--- config.mk ---
export PLATFORM = sky130hd
export DESIGN_NAME = periodic_task_dispatcher_unit
export DESIGN_NICKNAME = d
export VERILOG_FILES = /design/src/rtl/ptd_pkg.sv /design/src/rtl/ptd_ram.sv /design/src/rtl/ptd_alu.sv /design/src/rtl/periodic_task_dispatcher_unit.sv
export SDC_FILE = /design/constraint.sdc
export NUM_CORES = 1
export LEC_CHECK = 0
export BUFFER_PORTS_ARGS = -buffer_cell sky130_fd_sc_hd__buf_4
export CORE_ASPECT_RATIO = 0.6
export CORE_MARGIN = 3
export CORE_UTILIZATION = 56
export DETAILED_ROUTE_END_ITERATION = 16
export HOLD_SLACK_MARGIN = 0.02
export PLACE_DENSITY = 0.76
export SYNTH_ARGS = -nofsm -noshare
export SYNTH_HDL_FRONTEND = slang
export SYNTH_SLANG_ARGS = --single-unit
--- constraint.sdc ---
create_clock -name aclk -period 7.4 [get_ports aclk]
set_clock_uncertainty 0.2 [all_clocks]
set_input_delay 1.48 -clock aclk [delete_from_list [all_inputs] [get_ports aclk]]
set_output_delay 1.48 -clock aclk [all_outputs]
set_load 0.05 [all_outputs]
--- src/rtl/ptd_pkg.sv ---
package ptd_pkg;

    localparam int HANDLE_W  = 8;
    localparam int PERIOD_W  = 16;
    localparam int COUNTER_W = 32;
    localparam int TIME_W    = 32;
    localparam int OP_W      = 2;
    localparam int STATUS_W  = 3;
    localparam int SLOT_W    = 3;

    // Operation codes carried on s_tuser
    localparam logic [OP_W-1:0] OP_CREATE   = 2'd0;
    localparam logic [OP_W-1:0] OP_TICK     = 2'd1;
    localparam logic [OP_W-1:0] OP_DISPATCH = 2'd2;

    // Result status codes carried on m_tuser
    localparam logic [STATUS_W-1:0] ST_CREATED = 3'd0;
    localparam logic [STATUS_W-1:0] ST_FULL    = 3'd1;
    localparam logic [STATUS_W-1:0] ST_TICK    = 3'd2;
    localparam logic [STATUS_W-1:0] ST_DUE     = 3'd3;
    localparam logic [STATUS_W-1:0] ST_DONE    = 3'd4;

    typedef enum logic {
        ALU_INC,
        ALU_SUB
    } alu_mode_t;

    typedef struct packed {
        logic [HANDLE_W-1:0]  handle;
        logic [PERIOD_W-1:0]  period;
        logic [COUNTER_W-1:0] counter;
    } slot_entry_t;

    localparam int ENTRY_W = $bits(slot_entry_t);

endpackage

--- src/rtl/ptd_ram.sv ---
module ptd_ram #(
    parameter int WIDTH = 56,
    parameter int DEPTH = 8,
    parameter int AW    = (DEPTH > 1) ? $clog2(DEPTH) : 1
) (
    input  logic             aclk,
    input  logic             wr_en,
    input  logic [AW-1:0]    wr_addr,
    input  logic [WIDTH-1:0] wr_data,
    input  logic             rd_en,
    input  logic [AW-1:0]    rd_addr,
    output logic [WIDTH-1:0] rd_data
);

    logic [WIDTH-1:0] mem [DEPTH];

    always_ff @(posedge aclk) begin
        if (wr_en) begin
            mem[wr_addr] <= wr_data;
        end
        if (rd_en) begin
            rd_data <= mem[rd_addr];
        end
    end

endmodule

--- src/rtl/ptd_alu.sv ---
module ptd_alu (
    input  ptd_pkg::alu_mode_t                 mode,
    input  logic [ptd_pkg::COUNTER_W-1:0]      counter,
    input  logic [ptd_pkg::PERIOD_W-1:0]       period,
    output logic [ptd_pkg::COUNTER_W-1:0]      result,
    output logic                               due
);
    import ptd_pkg::*;

    logic [COUNTER_W-1:0] period_ext;
    logic [COUNTER_W-1:0] addend;
    logic                 at_max;

    assign period_ext = {{(COUNTER_W-PERIOD_W){1'b0}}, period};
    assign at_max     = &counter;
    assign due        = counter >= period_ext;

    // One adder serves both the saturating increment and the period subtract
    always_comb begin
        case (mode)
            ALU_INC: addend = at_max ? '0 : COUNTER_W'(1);
            ALU_SUB: addend = ~period_ext + COUNTER_W'(1);
            default: addend = '0;
        endcase
    end

    assign result = counter + addend;

endmodule

--- src/rtl/periodic_task_dispatcher_unit.sv ---
// Periodic task dispatcher. Keeps a table of TASK_SLOTS task slots (handle, period in ms,
// elapsed counter) in a slot RAM and walks it one slot per cycle, pausing while a result
// waits on a full output register, through a single add/compare unit. The s_tuser
// operation selects create (0), tick (1) or dispatch (2); code 3 is taken and dropped with
// no result. Create returns the first slot whose handle is zero (status 0) or reports a
// full table (status 1). Tick with a new time bumps every counter up to the first empty
// slot, saturating, and returns status 2. Dispatch returns one status 3 transaction per
// due task, in slot order, then a status 4 marker. The final transaction of each operation
// carries m_tlast. One operation is worked at a time and s_tready is low until its last
// result is loaded into the output register. Each walk first reads slot 0 from the
// registered slot RAM; when the walk runs off the table end, a finish state loads the
// closing result. A tick with an unchanged time skips the walk. Slots not yet written
// read as empty through a per-slot valid bit, so no clearing pass follows reset.
module periodic_task_dispatcher_unit #(
    parameter int TASK_SLOTS = 8
) (
    input  logic        aclk,
    input  logic        aresetn,
    input  logic        s_tvalid,
    output logic        s_tready,
    input  logic [55:0] s_tdata,   // task_handle[7:0], period_ms[23:8], time_now[55:24]
    input  logic [1:0]  s_tuser,   // operation[1:0]
    output logic        m_tvalid,
    input  logic        m_tready,
    output logic [15:0] m_tdata,   // slot_index[2:0], due_handle[10:3], zero pad[15:11]
    output logic [2:0]  m_tuser,   // status[2:0]
    output logic        m_tlast
);
    import ptd_pkg::*;

    localparam int IDX_W = (TASK_SLOTS > 1) ? $clog2(TASK_SLOTS) : 1;
    localparam logic [IDX_W-1:0] LAST_IDX = IDX_W'(TASK_SLOTS - 1);

    typedef enum logic [1:0] {
        S_IDLE,
        S_WALK,
        S_FINISH
    } state_t;

    state_t                state_reg;
    logic [IDX_W-1:0]      idx_reg;
    logic [OP_W-1:0]       op_reg;
    logic [HANDLE_W-1:0]   handle_reg;
    logic [PERIOD_W-1:0]   period_reg;
    logic [TIME_W-1:0]     last_time_reg;
    logic [TASK_SLOTS-1:0] slot_valid_reg;
    logic                  rd_valid_reg;

    logic                  m_tvalid_reg;
    logic [STATUS_W-1:0]   m_status_reg;
    logic [SLOT_W-1:0]     m_slot_reg;
    logic [HANDLE_W-1:0]   m_handle_reg;
    logic                  m_last_reg;

    // Input fields
    logic [HANDLE_W-1:0] in_handle;
    logic [PERIOD_W-1:0] in_period;
    logic [TIME_W-1:0]   in_time;
    assign in_handle = s_tdata[7:0];
    assign in_period = s_tdata[23:8];
    assign in_time   = s_tdata[55:24];

    logic s_accept;
    logic out_free;
    assign s_tready = (state_reg == S_IDLE);
    assign s_accept = s_tvalid && s_tready;
    assign out_free = !m_tvalid_reg || m_tready;

    // Slot RAM
    logic                rd_en;
    logic [IDX_W-1:0]    rd_addr;
    logic                wr_en;
    logic [ENTRY_W-1:0]  wr_data;
    logic [ENTRY_W-1:0]  rd_data;

    ptd_ram #(
        .WIDTH (ENTRY_W),
        .DEPTH (TASK_SLOTS),
        .AW    (IDX_W)
    ) u_slot_ram (
        .aclk    (aclk),
        .wr_en   (wr_en),
        .wr_addr (idx_reg),
        .wr_data (wr_data),
        .rd_en   (rd_en),
        .rd_addr (rd_addr),
        .rd_data (rd_data)
    );

    // Current slot as seen by the walk; never-written slots read as empty
    slot_entry_t entry;
    logic        empty;
    logic        last_slot;
    assign entry     = rd_valid_reg ? slot_entry_t'(rd_data) : '0;
    assign empty     = (entry.handle == '0);
    assign last_slot = (idx_reg == LAST_IDX);

    // Shared add/compare unit
    alu_mode_t            alu_mode;
    logic [COUNTER_W-1:0] alu_result;
    logic                 alu_due;
    assign alu_mode = (op_reg == OP_TICK) ? ALU_INC : ALU_SUB;

    ptd_alu u_alu (
        .mode    (alu_mode),
        .counter (entry.counter),
        .period  (entry.period),
        .result  (alu_result),
        .due     (alu_due)
    );

    // Slot index, low bits only
    logic [IDX_W+SLOT_W-1:0] idx_ext;
    assign idx_ext = {{SLOT_W{1'b0}}, idx_reg};

    // Walk step decode
    logic                walk_emit;
    logic                walk_step;
    logic                walk_adv;
    logic                walk_end;
    logic [STATUS_W-1:0] walk_status;
    logic [SLOT_W-1:0]   walk_slot;
    logic [HANDLE_W-1:0] walk_handle;
    logic                walk_write;
    logic [STATUS_W-1:0] fin_status;
    logic                tick_walk;
    logic                out_load;

    always_comb begin
        walk_emit   = 1'b0;
        walk_write  = 1'b0;
        walk_status = ST_DONE;
        walk_slot   = '0;
        walk_handle = '0;
        wr_data     = entry;
        case (op_reg)
            OP_CREATE: begin
                walk_emit   = empty;
                walk_write  = empty;
                walk_status = ST_CREATED;
                walk_slot   = idx_ext[SLOT_W-1:0];
                wr_data     = {handle_reg, period_reg, entry.counter};
            end
            OP_TICK: begin
                walk_emit   = empty;
                walk_write  = !empty;
                walk_status = ST_TICK;
                wr_data     = {entry.handle, entry.period, alu_result};
            end
            OP_DISPATCH: begin
                walk_emit   = empty || alu_due;
                walk_write  = !empty && alu_due;
                walk_status = empty ? ST_DONE : ST_DUE;
                walk_slot   = empty ? '0 : idx_ext[SLOT_W-1:0];
                walk_handle = empty ? '0 : entry.handle;
                wr_data     = {entry.handle, entry.period, alu_result};
            end
            default: begin
                walk_emit = empty;
            end
        endcase
    end

    always_comb begin
        case (op_reg)
            OP_CREATE: fin_status = ST_FULL;
            OP_TICK:   fin_status = ST_TICK;
            default:   fin_status = ST_DONE;
        endcase
    end

    assign walk_step = (state_reg == S_WALK) && (!walk_emit || out_free);
    assign walk_adv  = walk_step && !empty && !last_slot;
    assign walk_end  = walk_step && !empty && last_slot;
    assign wr_en     = walk_step && walk_write;
    assign tick_walk = (in_time != last_time_reg);
    assign out_load  = (walk_step && walk_emit) || ((state_reg == S_FINISH) && out_free);

    always_comb begin
        rd_en   = 1'b0;
        rd_addr = idx_reg + IDX_W'(1);
        if (s_accept) begin
            rd_addr = '0;
            case (s_tuser)
                OP_CREATE:   rd_en = 1'b1;
                OP_TICK:     rd_en = tick_walk;
                OP_DISPATCH: rd_en = 1'b1;
                default:     rd_en = 1'b0;
            endcase
        end else begin
            rd_en = walk_adv;
        end
    end

    always_ff @(posedge aclk) begin
        if (!aresetn) begin
            state_reg      <= S_IDLE;
            idx_reg        <= '0;
            last_time_reg  <= '0;
            slot_valid_reg <= '0;
            rd_valid_reg   <= 1'b0;
            m_tvalid_reg   <= 1'b0;
        end else begin
            if (rd_en) begin
                rd_valid_reg <= slot_valid_reg[rd_addr];
            end
            if (wr_en) begin
                slot_valid_reg[idx_reg] <= 1'b1;
            end

            // Load a new result, or drain the output register
            if (out_load) begin
                m_tvalid_reg <= 1'b1;
            end else if (m_tready) begin
                m_tvalid_reg <= 1'b0;
            end

            case (state_reg)
                S_IDLE: begin
                    if (s_accept) begin
                        op_reg     <= s_tuser;
                        handle_reg <= in_handle;
                        period_reg <= in_period;
                        idx_reg    <= '0;
                        case (s_tuser)
                            OP_CREATE:   state_reg <= S_WALK;
                            OP_DISPATCH: state_reg <= S_WALK;
                            OP_TICK: begin
                                if (tick_walk) begin
                                    last_time_reg <= in_time;
                                    state_reg     <= S_WALK;
                                end else begin
                                    state_reg <= S_FINISH;
                                end
                            end
                            default: state_reg <= S_IDLE;
                        endcase
                    end
                end
                S_WALK: begin
                    if (walk_step && walk_emit) begin
                        m_status_reg <= walk_status;
                        m_slot_reg   <= walk_slot;
                        m_handle_reg <= walk_handle;
                        m_last_reg   <= empty;
                    end
                    if (walk_step && empty) begin
                        state_reg <= S_IDLE;
                    end else if (walk_end) begin
                        state_reg <= S_FINISH;
                    end else if (walk_adv) begin
                        idx_reg <= idx_reg + IDX_W'(1);
                    end
                end
                S_FINISH: begin
                    if (out_free) begin
                        m_status_reg <= fin_status;
                        m_slot_reg   <= '0;
                        m_handle_reg <= '0;
                        m_last_reg   <= 1'b1;
                        state_reg    <= S_IDLE;
                    end
                end
                default: state_reg <= S_IDLE;
            endcase
        end
    end

    assign m_tvalid = m_tvalid_reg;
    assign m_tdata  = {{(16-HANDLE_W-SLOT_W){1'b0}}, m_handle_reg, m_slot_reg};
    assign m_tuser  = m_status_reg;
    assign m_tlast  = m_last_reg;

endmodule

==> reports/results.ini, run 1 <==
[timing]
worstMarginPinSlew_ps=1210
slew_headroom_pct=19.0
finalSetupViolCount=0
maxSlewViolCount=0
tns_ps=0
period_needed_ps=5850
fin_crit_sh_pct=79.1
rsz0062_at_grt=false
fmax_ghz=0.171
finalHoldViolCount=0

[min_path]
hold_depth=1
hold_class=reg2reg

[critical_path]
critPathBufInv=0
crit_fanout=14
path_depth=14
cp_top_family=compound AO/OA/AOI/OAI gates
endpoint_kind=flip-flop
path_cells=o41ai_1 -> and2_1 -> nand3_1 -> a21oi_1 -> a21oi_1 -> ha_1 -> a21oi_1 -> o21ai_0 -> a221oi_1 -> nand3_1 -> o31ai_1 -> o21ai_0 -> xnor2_1 -> o21ai_0
slowest_delay_ps=860
crit_type=reg2reg
worst_ep_required_time_ps=7470
cp-start-kind=flip-flop
ff2ff_path_depth=14
arrival_ps=5920
cp_slowest_cell=a21oi_1

[route]
totalWireLength_um=65000
first_pass_iters=5
drcViolationCount=0
vias_per_cell=6.41
drt_iter0_markers=2154
drt.antenna.violating_nets=0
wl_per_cell_um=25.4
route.vias.total=16426

[floorplan]
io_pins=84
die_y_um=175
fp.dieW_um=287
die_area_um2=50100
core-area_um2=46600
start_util_pct=56.9
rows=61

[clocking]
cts_setup_buffers=0
cts.repair.resized=0
clk_path_buf_depth=3
hold_buffers=0
cts-root-buf=clkbuf_16
cts_made_buffers=52
clock_latency_ps=580
htreeDepth=2
clkSinkCount=592
clkSlewWorstSetupHoldPaths_ps=70
tritoncts=yes

[cells_and_area]
final_layout_size_suffix_gt1_share_pct=16.8
final_nets=2008
largest_reg_flops=448
layoutNonFillerInstCount=2564
antenna-diode-count=0
area_delta_synth_final_pct=11.6

[place]
hpwl_um=39300
dp_cells=2468
gp_congestion=0.905
numPortBuffers=78

[yosys]
yosysWarnings=0
synth_seq_cells=592
syn_inst=1833
ys_seq_area_share_pct=65.3
synth-main-ff-cell=edfxtp_1
syn_area_um2=26500
synth_cell_type_count=76
synth_area_per_cell_um2=14.5
synthArstFlopShare_pct=0
synth_edf_count=545

[global_route]
grt_pass1_vias=15861
grt_max_degree=93
grt_overflow=0
grt_first_pass_wirelength_um=98500
antenna_found_initial=3
grt_use_total_pct=26.1

[power]
ir_worst_vdd_mv=0.174
leakage_nw=9.90
powerDensity_nw_per_um2=249

[run]
cap_viol_max_count=0

[run_status]
status=finished clean

==> layer usage <==
layer	vias to the layer above	GRT usage, %	part of all wire [%]
met1	8244	41.9	45
met3	86	5.82	11
met2	870	36.5	42
met4	2	5.47	1.9
met5	-	0	0.020
li1	7224	-	-
==> path summary, 6_finish.rpt <==
| path | from | slack, ps | end |
|---|---|---|---|
| max | u_slot_ram.rd_data[41]$_DFFE_PP_ | 1550 | u_slot_ram.mem[4][29]$_DFFE_PP_ |
| min | slot_valid_reg[0]$_SDFFE_PN0P_ | 270 | slot_valid_reg[0]$_SDFFE_PN0P_ |
| max reg2reg | u_slot_ram.rd_data[41]$_DFFE_PP_ | 1550 | u_slot_ram.mem[4][29]$_DFFE_PP_ |
| min reg2reg | slot_valid_reg[0]$_SDFFE_PN0P_ | 270 | slot_valid_reg[0]$_SDFFE_PN0P_ |
==> power by group <==
part | leakage [nW] | internal, mW | switching (mW)
registers | 5.42 | 3.78 | 0.0508
clock network | 0.846 | 1.55 | 1.22
logic | 3.64 | 0.266 | 0.506
==> per-stage QoR <==
step	total power, mW	area [um^2]	util (%)	worst slack [ps]	hold WS [ps]
finish	7.37	29600	63.5	1550	269
global placement	4.63	27800	59.8	2040	243
floorplan	4.40	26500	-	831	235
global route	7.61	29600	63.5	1040	295
detailed placement	4.65	27800	59.8	1740	253
CTS	7.38	29600	63.5	1720	269
==> cell usage after synthesis, types with 5 or more instances <==
| library cell | instances | area share (%) |
|---|---|---|
| or3_1 | 5 | 0.12 |
| o22a_1 | 14 | 0.46 |
| a21oi_1 | 101 | 1.9 |
| and3_1 | 10 | 0.24 |
| buf_4 | 8 | 0.23 |
| mux4_2 | 57 | 4.8 |
| nand3_1 | 21 | 0.40 |
| a211oi_1 | 46 | 1.3 |
| o21ai_0 | 63 | 1.2 |
| clkbuf_1 | 77 | 1.1 |
| o21a_1 | 14 | 0.40 |
| and2_1 | 43 | 1.0 |
| dfxtp_1 | 47 | 3.5 |
| o22ai_1 | 8 | 0.19 |
| a21o_1 | 23 | 0.65 |
| edfxtp_1 | 545 | 62 |
| mux2i_1 | 108 | 4.1 |
| o31ai_1 | 51 | 1.4 |
| nor2_1 | 47 | 0.67 |
| mux2_2 | 44 | 1.9 |
| nor3_1 | 16 | 0.30 |
| nand2b_1 | 8 | 0.19 |
| nand2_1 | 154 | 2.2 |
| ha_1 | 53 | 2.5 |
| xor2_1 | 15 | 0.50 |
| inv_1 | 22 | 0.31 |
| nor2b_1 | 46 | 1.1 |
| nor4_1 | 11 | 0.26 |
| nand4_1 | 29 | 0.68 |
| nor3b_1 | 5 | 0.14 |
| a31oi_1 | 7 | 0.17 |
| xnor2_1 | 46 | 1.5 |
| buf_2 | 11 | 0.21 |
| buf_1 | 10 | 0.14 |
| a22o_1 | 11 | 0.36 |
==> layout make-up <==
class                      instances  area (um^2)
clock buffer                      60         1370
clock inverter                    36          364
fill                            3348        17000
inverter                          23         86.3
multi-input combinational       1114         8790
sequential                       592        17300
tap                              630          788
timing repair buffer             109          856
==> placed cells by master (no fill, tap or decap), drive strengths merged, types with 5 or more instances in the layout <==
cell | synthesis | layout
conb | 1 | 5
o31ai | 51 | 51
dfxtp | 47 | 47
nor2 | 47 | 47
or3 | 5 | 5
nor3b | 5 | 5
o21a | 15 | 15
a211oi | 47 | 47
and3 | 10 | 10
clkbuf | 78 | 60
bufinv | 0 | 6
buf | 30 | 109
o22ai | 8 | 8
mux2 | 45 | 45
a21o | 23 | 23
xnor2 | 46 | 46
nand4 | 29 | 29
mux2i | 108 | 108
a21oi | 103 | 103
a21boi | 6 | 6
o21ai | 67 | 67
a22o | 11 | 11
nand3 | 21 | 21
inv | 23 | 26
ha | 53 | 53
nor4 | 11 | 11
nor2b | 46 | 46
and2 | 43 | 43
clkinv | 0 | 23
mux4 | 57 | 57
nor3 | 17 | 17
a31oi | 7 | 7
nand2b | 8 | 8
edfxtp | 545 | 545
xor2 | 15 | 15
nand2 | 154 | 154
o22a | 14 | 14
==> cell families (layout without fill, tap and decap cells) <==
group	count (synthesis)	count (layout)	synth area share (%)
flip-flops	592	592	65.3
AND/OR/NAND/NOR	403	403	7.51
AO/OA/AOI/OAI	381	381	9.70
multiplexers	210	210	10.8
buffers and inverters	131	228	2.05
XOR/XNOR	61	61	2.02
adder cells (fa/ha/maj)	54	54	2.58
other	1	5	0.0141
==> worst register-to-register path, cell delays in order, from the launching register on <==
cell      delay, ps
edfxtp_1        430
o41ai_1         650
and2_1          280
nand3_1         110
a21oi_1         860
a21oi_1         240
ha_1            460
a21oi_1         230
o21ai_0         180
a221oi_1        440
nand3_1         130
o31ai_1         390
o21ai_0         200
xnor2_1         150
o21ai_0         620
No activity file was read; power rests on OpenSTA's default activity.
==> run 2: changes to the inputs <==
- ABC_AREA: default -> 1
- clock period: 7.4 -> 5.3 ns (I/O delays scaled with it)
==> reports/results.ini, run 2 <==
[timing]
slew_headroom_pct=25.8  ; was 19.0%
fin_crit_sh_pct=91.1  ; was 79.1%
worstMarginPinSlew_ps=1100  ; was 1210 ps
setup_ws_ps=474  ; was 1550 ps
period_needed_ps=4830  ; was 5850 ps
fmax_ghz=0.207  ; was 0.171 GHz
rsz0062_at_grt=false  ; unchanged
tns_ps=0  ; unchanged
maxSlewViolCount=0  ; unchanged
finalHoldViolCount=0  ; unchanged
finalSetupViolCount=0  ; unchanged

[route]
first_pass_iters=6  ; was 5
drt.antenna.violating_nets=0  ; unchanged
wl_per_cell_um=21.6  ; was 25.4 um
vias_per_cell=6.06  ; was 6.41
route.vias.total=18921  ; was 16426
totalWireLength_um=67500  ; was 65000 um
drt_iter0_markers=2425  ; was 2154
drcViolationCount=0  ; unchanged

[cells_and_area]
multi_input_area_um2=8220  ; was 8790 um^2
regArea_um2=17300  ; about the same
area_delta_synth_final_pct=11.9  ; was 11.6%
final_nets=2565  ; was 2008
fillers=3533  ; was 3348
layout_commonest_cell=edfxtp_1  ; unchanged
final_layout_size_suffix_gt1_share_pct=13.3  ; was 16.8%
finish.utilization_pct=64.0  ; was 63.5%
layout_common_cells=edfxtp_1 (545), nor2_1 (384), nand2_1 (238), o21ai_0 (231), inv_1 (143)  ; was edfxtp_1 (545), nand2_1 (151), mux2i_1 (108), buf_4 (106), a21oi_1 (100)
largest_reg_flops=448  ; unchanged

[min_path]
whs_endpoint=slot_valid_reg[3]$_SDFFE_PN0P_  ; was slot_valid_reg[0]$_SDFFE_PN0P_
hp-start=slot_valid_reg[3]$_SDFFE_PN0P_  ; was slot_valid_reg[0]$_SDFFE_PN0P_
hold_depth=2  ; was 1
hold_class=reg2reg  ; unchanged

[power]
ir_worst_vdd_mv=0.285  ; was 0.174 mV
powerDensity_nw_per_um2=398  ; was 249 nW/um^2
switchingPower_mw=3.45  ; was 1.77 mW
leakage_nw=11.0  ; was 9.90 nW
power_frac_seq_pct=46.7  ; was 52.0%
clkPwrFrac_pct=33.3  ; was 37.6%
swShare_pct=29.1  ; was 24.1%
pwr-share-comb_pct=20.0  ; was 10.5%
intPower_mw=8.41  ; was 5.59 mW

[floorplan]
die_y_um=175  ; about the same
start_util_pct=57.2  ; was 56.9%
die_area_um2=50400  ; was 50100 um^2
rows=61  ; unchanged
fp.dieW_um=288  ; was 287 um
io_pins=84  ; unchanged
core-area_um2=46600  ; about the same

[place]
dpl_worst_slack_ps=615  ; was 1740 ps
numPortBuffers=78  ; unchanged
hpwl_um=41500  ; was 39300 um
gp_congestion=0.994  ; was 0.905

[yosys]
synth-main-ff-cell=edfxtp_1  ; unchanged
yosysWarnings=0  ; unchanged
syn_area_um2=26700  ; was 26500 um^2
syn_inst=2399  ; was 1833
synth_seq_cells=592  ; unchanged
synth_cell_type_count=51  ; was 76
synth.most_common_cell=edfxtp_1  ; unchanged
ys_seq_area_share_pct=64.9  ; was 65.3%
post-synth-top-area-cell=edfxtp_1  ; unchanged
synthArstFlopShare_pct=0  ; unchanged
synth_top_area_share_pct=61.4  ; was 61.7%
synth_area_per_cell_um2=11.1  ; was 14.5 um^2
netlist_top_cells_area=edfxtp_1 (61%), nor2_1 (5.4%), o21ai_0 (4.3%)  ; was edfxtp_1 (62%), mux4_2 (4.8%), mux2i_1 (4.1%)
synth_edf_count=545  ; unchanged
synth_commonest_cells=edfxtp_1 (545), nor2_1 (387), nand2_1 (240)  ; was edfxtp_1 (545), nand2_1 (154), mux2i_1 (108)

[run_status]
status=finished clean  ; unchanged

[global_route]
grt_pass1_vias=17652  ; was 15861
grt_use_total_pct=26.6  ; was 26.1%
antenna_found_initial=1  ; was 3
grt_first_pass_wirelength_um=103000  ; was 98500 um
grt_max_degree=169  ; was 93
grt_overflow=0  ; unchanged

[critical_path]
r2r-end=u_slot_ram.mem[6][29]$_DFFE_PP_  ; was u_slot_ram.mem[4][29]$_DFFE_PP_
worst_ep_required_time_ps=5380  ; was 7470 ps
crit_type=reg2reg  ; unchanged
rrSetupSlack_ps=470  ; was 1550 ps
endpoint_kind=flip-flop  ; unchanged
worstReg2RegStart=rd_valid_reg$_SDFFE_PN0P_  ; was u_slot_ram.rd_data[41]$_DFFE_PP_
arrival_ps=4910  ; was 5920 ps
crit_fanout=12  ; was 14
cp-start-kind=flip-flop  ; unchanged
ff2ff_path_depth=21  ; was 14

[clocking]
cts-root-buf=clkbuf_16  ; unchanged
cts_made_buffers=51  ; was 52
clock_latency_ps=610  ; was 580 ps
clkSlewWorstSetupHoldPaths_ps=70  ; about the same
htreeDepth=2  ; unchanged
clk_path_buf_depth=3  ; unchanged
cts.repair.resized=0  ; unchanged
cts_setup_buffers=0  ; unchanged
tritoncts=yes  ; unchanged
hold_buffers=0  ; unchanged
clkSinkCount=592  ; unchanged

[run]
cap_viol_max_count=0  ; unchanged

==> run 2: cell count changes in the layout (fill, tap and decap cells not counted), moves of 57 or more <==
cell,delta
nand2_1,+87
or2_2,+62
o32ai_1,+58
inv_1,+121
mux4_2,-57
nor2_1,+343
mux2i_1,-108
o21ai_0,+168
==> run 2: per-layer routing <==
layer	part of all wire, %	up-vias	global-route usage, %
li1	-	8698	-
met1	46	9198	43.0
met2	43	948	37.6
met3	9.8	77	5.20
met4	1.3	0	4.97
met5	0	-	0
==> run 2: stage by stage <==
stage | instances | instance area, um^2 | hold WS (ps) | power, mW
finish | 3122 | 29800 | 271 | 11.9
global route | 3121 | 29800 | 284 | 12.3
CTS | 3121 | 29800 | 267 | 11.8
detailed placement | 3026 | 28000 | 249 | 7.93
global placement | 3026 | 28000 | 243 | 7.90
floorplan | 2403 | 26700 | 230 | 7.19
==> run 2: how the worst max path moves through the flow <==
stage,endpoint,start,cells past startpoint
after detailed placement,u_slot_ram.mem[7][25]$_DFFE_PP_,rd_valid_reg$_SDFFE_PN0P_,23
after global routing,u_slot_ram.mem[2][25]$_DFFE_PP_,rd_valid_reg$_SDFFE_PN0P_,23
final,u_slot_ram.mem[6][29]$_DFFE_PP_,rd_valid_reg$_SDFFE_PN0P_,21
after global placement,u_slot_ram.mem[7][29]$_DFFE_PP_,rd_valid_reg$_SDFFE_PN0P_,21
after floorplan,u_slot_ram.rd_data[0]$_DFFE_PP_,rd_valid_reg$_SDFFE_PN0P_,18
after CTS,u_slot_ram.mem[4][29]$_DFFE_PP_,rd_valid_reg$_SDFFE_PN0P_,21
==> run 2: critical path, stage by stage, from the launching register on <==
cell	delay (ps)
dfxtp_2	450
nand2_1	190
ha_1	230
nand3_1	110
nor2_1	130
inv_1	100
nor2_4	100
nand2_2	80
nor2_4	100
nand2_1	70
nor2_2	140
nand2_2	80
a21oi_4	300
a21oi_1	160
ha_1	370
a21oi_1	230
inv_1	60
a21oi_1	300
o21ai_0	200
a21oi_1	210
a21oi_1	130
o22ai_1	560
==> run 2: kinds of logic after synthesis <==
| group | after synthesis | share of synthesized area [%] |
|---|---|---|
| fa+ha+maj | 54 | 2.56 |
| other cells | 1 | 0.0141 |
| flops | 592 | 64.9 |
| simple gates | 831 | 13.5 |
| buf+inv | 293 | 4.43 |
| compound gates | 608 | 13.9 |
| xor+xnor | 20 | 0.657 |
==> run 2: layout make-up <==
class / instances / area share, %
flip-flops and latches: 592 / 58.0
multi-input cells: 1518 / 27.6
clock buffers: 62 / 4.59
repair buffers: 119 / 3.62
well taps: 630 / 2.64
inverters: 167 / 2.12
clock inverters: 33 / 1.42
diodes: 1 / 0.00839
==> run 2: power groups by stage <==
stage	sequential [mW]	combinational, mW	clock [mW]
after floorplan	5.61	1.58	0
after global placement	5.62	2.27	0
after detailed placement	5.63	2.31	0
after CTS	5.53	2.32	3.98
after global routing	5.54	2.61	4.19
final	5.53	2.38	3.95
